--- src/sv/bsp_pkg.sv ---
// shared types and constants of the b-spline evaluator
package bsp_pkg;
  localparam int MAX_POINTS_DEF = 64;
  localparam int MAX_DEGREE_DEF = 7;
  localparam int KW = 24;
  localparam int CW = 32;
  localparam int AW = 24;

  localparam logic [1:0] REQ_KNOT  = 2'd0;
  localparam logic [1:0] REQ_POINT = 2'd1;
  localparam logic [1:0] REQ_EVAL  = 2'd2;

  localparam logic REG_DEGREE = 1'b0;
  localparam logic REG_NPTS   = 1'b1;

  typedef enum logic [3:0] {
    S_IDLE, S_LAST, S_LAST_W, S_SRCH, S_SRCH_W, S_LOAD, S_LOAD_W,
    S_KLO, S_KHI, S_KHI_W, S_DIV, S_BLEND, S_DONE
  } state_t;

  // divider handshake
  typedef struct packed {
    logic start;
    logic [KW:0] num;
    logic [KW:0] den;
  } div_req_t;
endpackage

--- src/sv/bsp_blend.sv ---
// registered fixed point blend of two coordinates
module bsp_blend (
  input  logic clk,
  input  logic signed [bsp_pkg::CW-1:0] left,
  input  logic signed [bsp_pkg::CW-1:0] right,
  input  logic [bsp_pkg::AW:0] alpha,
  output logic signed [bsp_pkg::CW-1:0] res
);
  import bsp_pkg::*;
  logic signed [CW+AW+1:0] pl;
  logic signed [CW+AW+1:0] pr;
  logic signed [CW+AW+3:0] sum;

  // products registered, then summed and rounded
  always_ff @(posedge clk) begin
    pl <= (CW+AW+2)'(left) * $signed({1'b0, (AW+1)'((1 << AW)) - alpha});
    pr <= (CW+AW+2)'(right) * $signed({1'b0, alpha});
  end
  assign sum = (CW+AW+4)'(pl) + (CW+AW+4)'(pr) + (CW+AW+4)'(1 << (AW-1));
  assign res = sum[AW+CW-1:AW];
endmodule

--- config.mk ---
export PLATFORM = sky130hd
export DESIGN_NAME = bsp_blend
export DESIGN_NICKNAME = d
export VERILOG_FILES = /design/src/sv/bsp_pkg.sv /design/src/sv/bsp_blend.sv
export SDC_FILE = /design/constraint.sdc
export NUM_CORES = 2
export LEC_CHECK = 0
export ABC_AREA = 1
export BUFFER_PORTS_ARGS = -buffer_cell sky130_fd_sc_hd__buf_2
export CAP_MARGIN = 20
export CORE_MARGIN = 2
export CORE_UTILIZATION = 40
export CTS_CLUSTER_SIZE = 12
export DETAILED_ROUTE_END_ITERATION = 6
export PLACE_DENSITY = 0.59
export SLEW_MARGIN = 0
export SYNTH_ARGS = -nofsm -noshare
export SYNTH_HDL_FRONTEND = slang
export SYNTH_SLANG_ARGS = --single-unit
--- constraint.sdc ---
create_clock -name clk -period 8.3 [get_ports clk]
set_input_delay 1.245 -clock clk [delete_from_list [all_inputs] [get_ports clk]]
set_output_delay 1.245 -clock clk [all_outputs]
set_load 0.03 [all_outputs]
==> run metrics <==
CTS clk-pin slew, worst paths=0.07 ns; Worst path max stage delay=0.59 ns; TritonRoute pass-1 iters=7; Top FF cell, synth=dfxtp_1; initial antenna violation count=1; commonest cells after routing, fill and taps aside=inv_1, nand2_1, fa_1; Max H-tree Level=3; CP arrival=8.32 ns; Final Hold Viols=0; Tcrit/Tclk final=97.5%; Syn Nets=10400; Clock Sinks=112; routed via count=54100; pin count of the biggest net entering global routing=37; # setup viols final=0; async set-reset flop share out of synthesis=0%; minimum clock period=8.09 ns; hold_buf cts=0; Seq/Total Area, Yosys=3.44%; slowest CP cell=fa_1; RePlAce Congestion=0.972; total of max-cap violations=0; first-pass GRT wire length=348000 um; failing checks=design-rule violations; gr ovfl total=0; outcome=finished with violations; layout cells sized above 1=9.17%; row count=148; Netlist Area Pre-Place=65200 sq um; placed cell area=71200 sq um; max_slew headroom=47.1%; DP HPWL=191000 um; Mapped Avg Cell Area=7.86 sq um; synth unique cells=53; area grow syn2layout=10.3%; ant diodes=0; Worst Hold Class=input port to register; CTS buffer count=9; Pins Over Slew Limit=0; most common cell after layout, fill and taps aside=inv_1; Die Wd=408 um; Worst Setup Start Kind=input port; clk buf depth=2; Worst-Margin Slew=0.787 ns; f_max=124 MHz; wirelength, routed=225000 um; residual DRC count=3; Via density=5.03; GRT Overall Usage=27.5%; Setup crit end kind=register; Detail Route Antenna Nets=0; Yosys Warn Count=0; Synth Instances=8294; DIE HEIGHT=408 um; unrepaired setup endpoints after global routing=yes; vias in the first global route=58800; final net count=10700; Post-synth EDFFs=0; post-route cell area=72000 sq um; Avg WL per Cell=20.9 um; CP Max Fanout=7; worst endpoint required time=8.53 ns; Core Box Area=162000 sq um; Initial Util=40.2%; CTS tree=built; Port Buffer Count=121; I/O pin cnt=122; DRT iter0 DRCs=4457; root buf cell=clkbuf_16; Setup CP Type=input port to register; area of the die=166000 sq um; synthesized flop and latch total=112
[cells in the mapped netlist, types with 2 or more instances]
master	count	area share (%)
nand2b_1	2	0.019
nand2_2	4	0.038
nand3b_1	6	0.069
buf_2	36	0.28
nand3_2	11	0.17
o21bai_1	38	0.44
a21oi_1	208	1.6
buf_4	4	0.046
clkbuf_2	3	0.023
or2_1	2	0.019
clkbuf_1	257	1.5
xor2_1	90	1.2
nor2_2	24	0.23
nand3_4	2	0.054
a31oi_1	17	0.16
dfxtp_1	112	3.4
fa_1	1612	49
or2_2	4	0.038
buf_6	13	0.22
o211ai_1	4	0.046
ha_1	420	8.1
nor2_4	15	0.26
nor3_1	34	0.26
or3_1	2	0.019
buf_1	25	0.14
o21a_1	6	0.069
o21ai_0	142	1.1
and2_1	2	0.019
a21boi_0	9	0.10
a21o_1	20	0.23
xnor2_1	31	0.42
inv_1	2294	13
nor4_1	9	0.086
nor2_1	768	4.4
nand2_1	1776	10
inv_2	10	0.058
nand3_1	236	1.8
clkinv_1	5	0.029
nand4_1	27	0.26
[registers in the layout, summed over array words and instances, names as in the netlist]
name / flops
pl: 56
pr: 56
[stage by stage]
stage	hold slack, ns	std cells	setup slack [ns]	TNS [ns]	util (%)
2_1_floorplan	1.34	8294	0.107	0	-
3_3_place_gp	1.70	10700	-0.381	-7.46	43.9
3_5_place_dp	1.70	10700	-0.447	-8.70	43.9
4_1_cts	1.32	10800	0.00745	0	44.0
5_1_grt	1.31	10800	-0.103	-0.309	44.3
6_report	1.34	10800	0.211	0	44.3
[metal layers]
| layer | routed length (um) | vias to the layer above | global-route usage (%) |
|---|---|---|---|
| met2 | 105000 | 2150 | 45.5 |
| met1 | 95000 | 27400 | 37.3 |
| met4 | 9070 | 2 | 9.11 |
| met3 | 15700 | 412 | 3.30 |
| met5 | 13 | - | 0 |
| li1 | - | 24200 | - |
[worst max-delay path, delay by kind of cell]
| kind | cells | cell delay, ns |
|---|---|---|
| simple gates | 11 | 1.15 |
| buf+inv | 11 | 1.33 |
| compound gates | 2 | 0.21 |
| xor+xnor | 2 | 0.36 |
| fa+ha+maj | 9 | 3.99 |
[final cells by class]
class	instances	area, sq um
clock buffer	10	239
multi-input combinational	5535	53300
clock inverter	5	40.0
inverter	2309	8670
timing repair buffer	612	4780
fill	16500	90400
tap	2175	2720
sequential	112	2240
[worst paths after layout]
check,start,end,slack (ns),cells after the start
hold / removal,left[0],pl[0],1.34,3
setup / recovery,alpha[1],pl[39],0.21,35
[cell families after synthesis]
group           Yosys count  synth area share [%]
simple gates           2932                  18.1
xor+xnor                122                  1.65
compound gates          449                  3.80
fa+ha+maj              2032                  57.5
flops                   112                  3.44
buf+inv                2647                  15.5
[timing repair]
item                                    4_1_cts  5_1_grt
endpoints found under the setup margin        4       32
pin swaps                                     0       19
setup buffers                                 0        3
endpoints found under the hold margin         0        0
resized for setup                             1      115
gates cloned                                  0        2
Power is not shown: default switching activity piles up to over one toggle a cycle in this logic, so the estimate is an artifact.
