File: config.mk
export PLATFORM = sky130hd
export DESIGN_NAME = bsp_div
export DESIGN_NICKNAME = d
export VERILOG_FILES = /design/src/sv/bsp_pkg.sv /design/src/sv/bsp_div.sv
export SDC_FILE = /design/constraint.sdc
export NUM_CORES = 1
export LEC_CHECK = 0
export BUFFER_PORTS_ARGS = -buffer_cell sky130_fd_sc_hd__buf_2
export CAP_MARGIN = 15
export CORE_ASPECT_RATIO = 1.75
export CORE_UTILIZATION = 49
export CTS_CLUSTER_DIAMETER = 30
export DETAILED_ROUTE_END_ITERATION = 8
export PLACE_DENSITY = 0.7
export SETUP_SLACK_MARGIN = 0.02
export SYNTH_ARGS = -nofsm -noshare
export SYNTH_HDL_FRONTEND = slang
export SYNTH_SLANG_ARGS = --single-unit
File: constraint.sdc
create_clock -name clk -period 7.5 [get_ports clk]
set_input_delay 1.5 -clock clk [delete_from_list [all_inputs] [get_ports clk]]
set_output_delay 1.5 -clock clk [all_outputs]
set_load 0.02 [all_outputs]
File: src/sv/bsp_pkg.sv
// shared types and constants of the b-spline evaluator
package bsp_pkg;
  localparam int MAX_POINTS_DEF = 64;
  localparam int MAX_DEGREE_DEF = 7;
  localparam int KW = 24;
  localparam int CW = 32;
  localparam int AW = 24;

  localparam logic [1:0] REQ_KNOT  = 2'd0;
  localparam logic [1:0] REQ_POINT = 2'd1;
  localparam logic [1:0] REQ_EVAL  = 2'd2;

  localparam logic REG_DEGREE = 1'b0;
  localparam logic REG_NPTS   = 1'b1;

  typedef enum logic [3:0] {
    S_IDLE, S_LAST, S_LAST_W, S_SRCH, S_SRCH_W, S_LOAD, S_LOAD_W,
    S_KLO, S_KHI, S_KHI_W, S_DIV, S_BLEND, S_DONE
  } state_t;

  // divider handshake
  typedef struct packed {
    logic start;
    logic [KW:0] num;
    logic [KW:0] den;
  } div_req_t;
endpackage

File: src/sv/bsp_div.sv
// restoring divider for alpha = num * 2^24 / den, clamped
module bsp_div (
  input  logic clk,
  input  logic rst,
  input  bsp_pkg::div_req_t req,
  output logic done,
  output logic [bsp_pkg::AW:0] alpha
);
  import bsp_pkg::*;
  logic [KW:0] rem;
  logic [KW:0] den;
  logic [AW-1:0] quo;
  logic [4:0] cnt;
  logic busy;
  logic quick;
  logic [KW+1:0] trial;

  assign trial = {rem, 1'b0} - {1'b0, den};

  // clamped cases finish without iterating
  assign quick = req.den[KW] || req.den == '0 || req.num[KW] || req.num == '0 ||
                 req.num >= req.den;

  // one quotient bit a cycle
  always_ff @(posedge clk) begin
    if (rst) begin
      busy <= 1'b0;
      done <= 1'b0;
    end else begin
      done <= req.start ? quick : (busy && cnt == 5'd1);
      if (req.start) begin
        den <= req.den;
        quo <= '0;
        if (req.den[KW] || req.den == '0 || req.num[KW] || req.num == '0) begin
          alpha <= '0;
        end else if (req.num >= req.den) begin
          alpha <= {1'b1, {AW{1'b0}}};
        end else begin
          rem <= req.num;
          cnt <= 5'(AW);
          busy <= 1'b1;
        end
      end else if (busy) begin
        if (!trial[KW+1]) begin
          rem <= trial[KW:0];
          quo <= {quo[AW-2:0], 1'b1};
        end else begin
          rem <= {rem[KW-1:0], 1'b0};
          quo <= {quo[AW-2:0], 1'b0};
        end
        cnt <= cnt - 5'd1;
        if (cnt == 5'd1) begin
          busy <= 1'b0;
          alpha <= {1'b0, quo[AW-2:0], !trial[KW+1]};
        end
      end
    end
  end
endmodule

==> results.md <==
- The CTS H-tree depth is 3.
- Summing the areas of all and, or, nand and nor instances in the mapped netlist gives 12.8% of the synthesized area.
- The starting density of the core is between 50 and 60%.
- After clock tree synthesis, the setup repair step added 0 buffers.
- Among all stages on the critical path, the largest delay is contributed by a21boi_2.
- The area fraction in compound gates after synthesis is between 10% and 20%.
- Dividing total power by cell area gives a power density of 218 nW/um^2.
- The first TritonRoute pass finished after 4 iterations.
- The post-synthesis to final-layout area growth is 15.3%.
- The instance count of the mapped netlist is around 540.
- Measured against its own limit, the worst slew margin works out to 47.0%.
- The number of distinct standard cells referenced by the synthesized netlist is 55.
- The arrival time at the worst endpoint is about 4300 ps.
- During placement, the flow inserted port buffers numbering 78.
- In the routed layout, each cell is associated on average with a via count of 5.62.
- The share of synthesized cell area in full adder, half adder and majority cells is between 10% and 20%.
- The DRC violation count after routing is 0.
- The CTS tree is yes.
- Data on the critical path is required at its endpoint by about 7500 ps.
- In this run the remaining antenna-violating nets after routing total 0.
- The worst min-delay path category is reg2reg.
- Max-cap violations in this run came to 0.
- Setup violations remaining at the end of the flow were counted as 0.
- The filler cells instantiated in the layout total a little over 1000.
- After clock tree synthesis, the repair step resized 0 gates.
- The most numerous cell type found on the critical path is a21o_1.
- The number of hold-slack violations in the final timing report was 0.
- After detailed routing, the average wire length per cell comes to around 17 um.
- The synthesized netlist devotes between 3 and 4% of its cell area to XOR and XNOR gates.
- The async set-reset flop share out of synthesis is 0%.
- The congestion estimate from routability-driven global placement came to around 0.93.
- Entering global routing, the biggest net connects between 70 and 80 pins.
- STA classifies the critical path startpoint as an input pin.
- The overall routing resource usage is 22.9%.
- For this run, the register share of the synthesized area comes to approximately 52%.
- The clock insertion delay at the later pin of the skew report is about 350 ps.
- The height of the die is 149 um.
- The reported leakage power is approximately 0.003 uW.
- For the final routed database, the setup TNS stands at 0 ps.
- The wire-length estimate of the detail-placed layout is roughly 11000 um.
- The warning count from the yosys run is 0.
- The number of flip-flops and latches in the synthesized netlist is about 110.
- After synthesis, the share of cell area in mux cells is between 3 and 4%.
- The tree is rooted in a clkbuf_16.
- The post-layout minimum cycle time is between 4000 and 5000 ps.
- TritonCTS created 9 clock buffers.
- The placeable core region is 12000 um^2.
- The most common flop cell mapped by yosys is edfxtp_1.
- The final number of max-transition violations is 0.
- The final route contains ~4500 vias.
- The run finished with clean final reports.
- The initial antenna violation count came to 0.
- The highest cell delay on the worst timing path is roughly 700 ps.
- The clock passes through at most 2 buffers.
- The number of nets in the synthesized netlist is around 650.
- The global-route wire length before repair is 22200 um.
- In this run the count of I/O pins placed on the die edge is 79.
- After clock tree synthesis, the flow added hold-fix buffers numbering 0.
- The kind of end point of the critical path is a flop.
- The setup path with the least slack is of type in2reg.
- The area of the die is roughly 13000 um^2.
- Once layout is complete, the utilization of the core stands at between 50% and 60%.
- Dividing the synthesized area by the synthesized cell count gives roughly 11 um^2.
- The maximum clock frequency is 0.237 GHz.
- The final critical path takes up between 50% and 60% of the cycle.
- Of the cells placed in the final design, the portion with a size suffix greater than 1 is roughly 17%.
- For this block, the routed nets add up to ~14000 um of wire.
- Across all setup checks in the final design, the least slack found is between 3000 and 4000 ps.
- The count of flip-flops with a built-in enable after synthesis is 103.
- The combinational family with the most area after synthesis is compound AO/OA/AOI/OAI gates.
- Counting both buffers and inverters, the worst setup path holds a total of 3.
- Counting every sink on the clock net gives around 110.
- The number of nets in the layout is 730.
- On the critical path the largest part of the delay comes from compound AO/OA/AOI/OAI gates.
- The critical-path maximum fanout is 17.
- The violation count after the first detailed-route iteration is 223.
- The cell area that synthesis handed to floorplanning was just over 6000 um^2.
- Setup repair after global routing left no endpoint under its margin.
- Across the VDD grid, the largest voltage drop is between 0.0001 and 0.00015 V.
- In this run the horizontal extent of the chip is 85.9 um.
- Before CTS, the worst setup slack after placement is around 2800 ps.
- Global routing finished with a remaining overflow of 0.
- The pin slew with the least headroom to its limit is about 790 ps.
- Walking the worst path, the cells encountered are buf_2 > inv_1 > ha_1 > a21o_1 > a21o_1 > a221oi_1 > o211ai_1 > a21oi_1 > o21ai_0 > a21boi_2 > buf_4.
- The number of antenna diodes is 0.
- The initialized floorplan defines between 50 and 60 standard-cell rows.
- Clock skew on the completed layout was measured at roughly 9.1 ps.
- After clock tree synthesis, the clock-pin slew on the worst setup and hold paths is about 70 ps.
- The via count of the first global-routing pass is between 4000 and 5000.
==> cells by family after synthesis <==
kind of cell	after synthesis
multiplexers	20
buffers and inverters	69
adder cells (fa/ha/maj)	52
AO/OA/AOI/OAI	126
AND/OR/NAND/NOR	149
flip-flops	105
XOR/XNOR	21
==> Yosys cell counts (all sizes together), types with 5 or more instances <==
cell type | number | area share (%)
edfxtp | 103 | 51
inv | 56 | 3.5
ha | 51 | 11
nand2 | 39 | 2.4
o21ai | 39 | 3.2
a21oi | 29 | 2.4
nor2b | 26 | 2.7
nor2 | 24 | 1.5
mux2i | 20 | 3.3
a21o | 18 | 2.2
nor4 | 16 | 1.7
xnor2 | 13 | 1.9
nor3 | 9 | 0.75
clkbuf | 8 | 0.50
o211ai | 8 | 1.1
xor2 | 8 | 1.2
nand2b | 6 | 0.62
o21a | 6 | 0.75
and3 | 5 | 0.52
nand4 | 5 | 0.52
==> per-layer routing <==
metal	up-vias	global-route usage, %	wire, um
met2	154	41.8	7410
met4	0	11.1	431
met5	-	0	0
li1	2162	-	-
met1	2126	25.3	5330
met3	25	3.87	529
==> through the flow <==
step	power, uW	hold WS (ps)	std cells	cell area [um^2]
floorplan	925	479	542	6040
global placement	1000	493	777	6600
detailed placement	1010	513	777	6600
CTS	1530	525	793	6940
global route	1590	567	795	6960
finish	1520	528	795	6960
==> power breakdown <==
group | switching [uW] | total, uW | internal (uW)
registers | 11.4 | 697 | 686
clock network | 206 | 520 | 313
logic | 180 | 303 | 123
==> area by class of cell <==
cell class | instances | area (um^2) | share of cell area [%]
inverter | 57 | 214 | 3.07
sequential | 105 | 3130 | 45.0
timing repair buffer | 84 | 443 | 6.36
multi-input combinational | 368 | 2630 | 37.8
tap | 165 | 206 | 2.96
clock inverter | 5 | 85.1 | 1.22
clock buffer | 11 | 253 | 3.63
==> flip-flops by register name (all words and copies together), names as in the netlist <==
signal,cells
alpha,25
den,25
rem,25
quo,23
cnt,5
busy,1
done,1
==> tightest hold or removal path, delay by kind of cell, from the launching register on <==
family,cells,cell delay [ps]
compound gates,1,70
simple gates,1,70
flops,1,340
==> cells in the final DEF (no fill, tap or decap), types with 3 or more instances in the layout <==
cell type  instances
a21oi_1           29
nand2b_1           6
ha_1              51
nor2b_1           26
buf_2             78
o211ai_1           7
nor2_1            22
nand3b_1           3
clkbuf_16          9
xnor2_1           13
nor3_1             9
o21ai_1           20
o31ai_1            3
and3_1             5
or3_1              3
a21o_1            18
buf_4              4
nand3_1            4
xor2_1             8
o21a_1             6
or2_2              3
inv_1             56
nand2_1           39
edfxtp_1         103
nand4_1            5
nor4_1            16
o21ai_0           19
mux2i_1           20
==> worst paths after layout <==
check	startpoint	end	slack, ps	depth (start not counted)
max	req[22]	rem[18]$_DFFE_PP_	3270	11
min	busy$_SDFFE_PP0P_	busy$_SDFFE_PP0P_	530	2
max reg2reg	rem[0]$_DFFE_PP_	rem[18]$_DFFE_PP_	4020	11
min reg2reg	busy$_SDFFE_PP0P_	busy$_SDFFE_PP0P_	530	2
(Power assumes the default switching activity.)
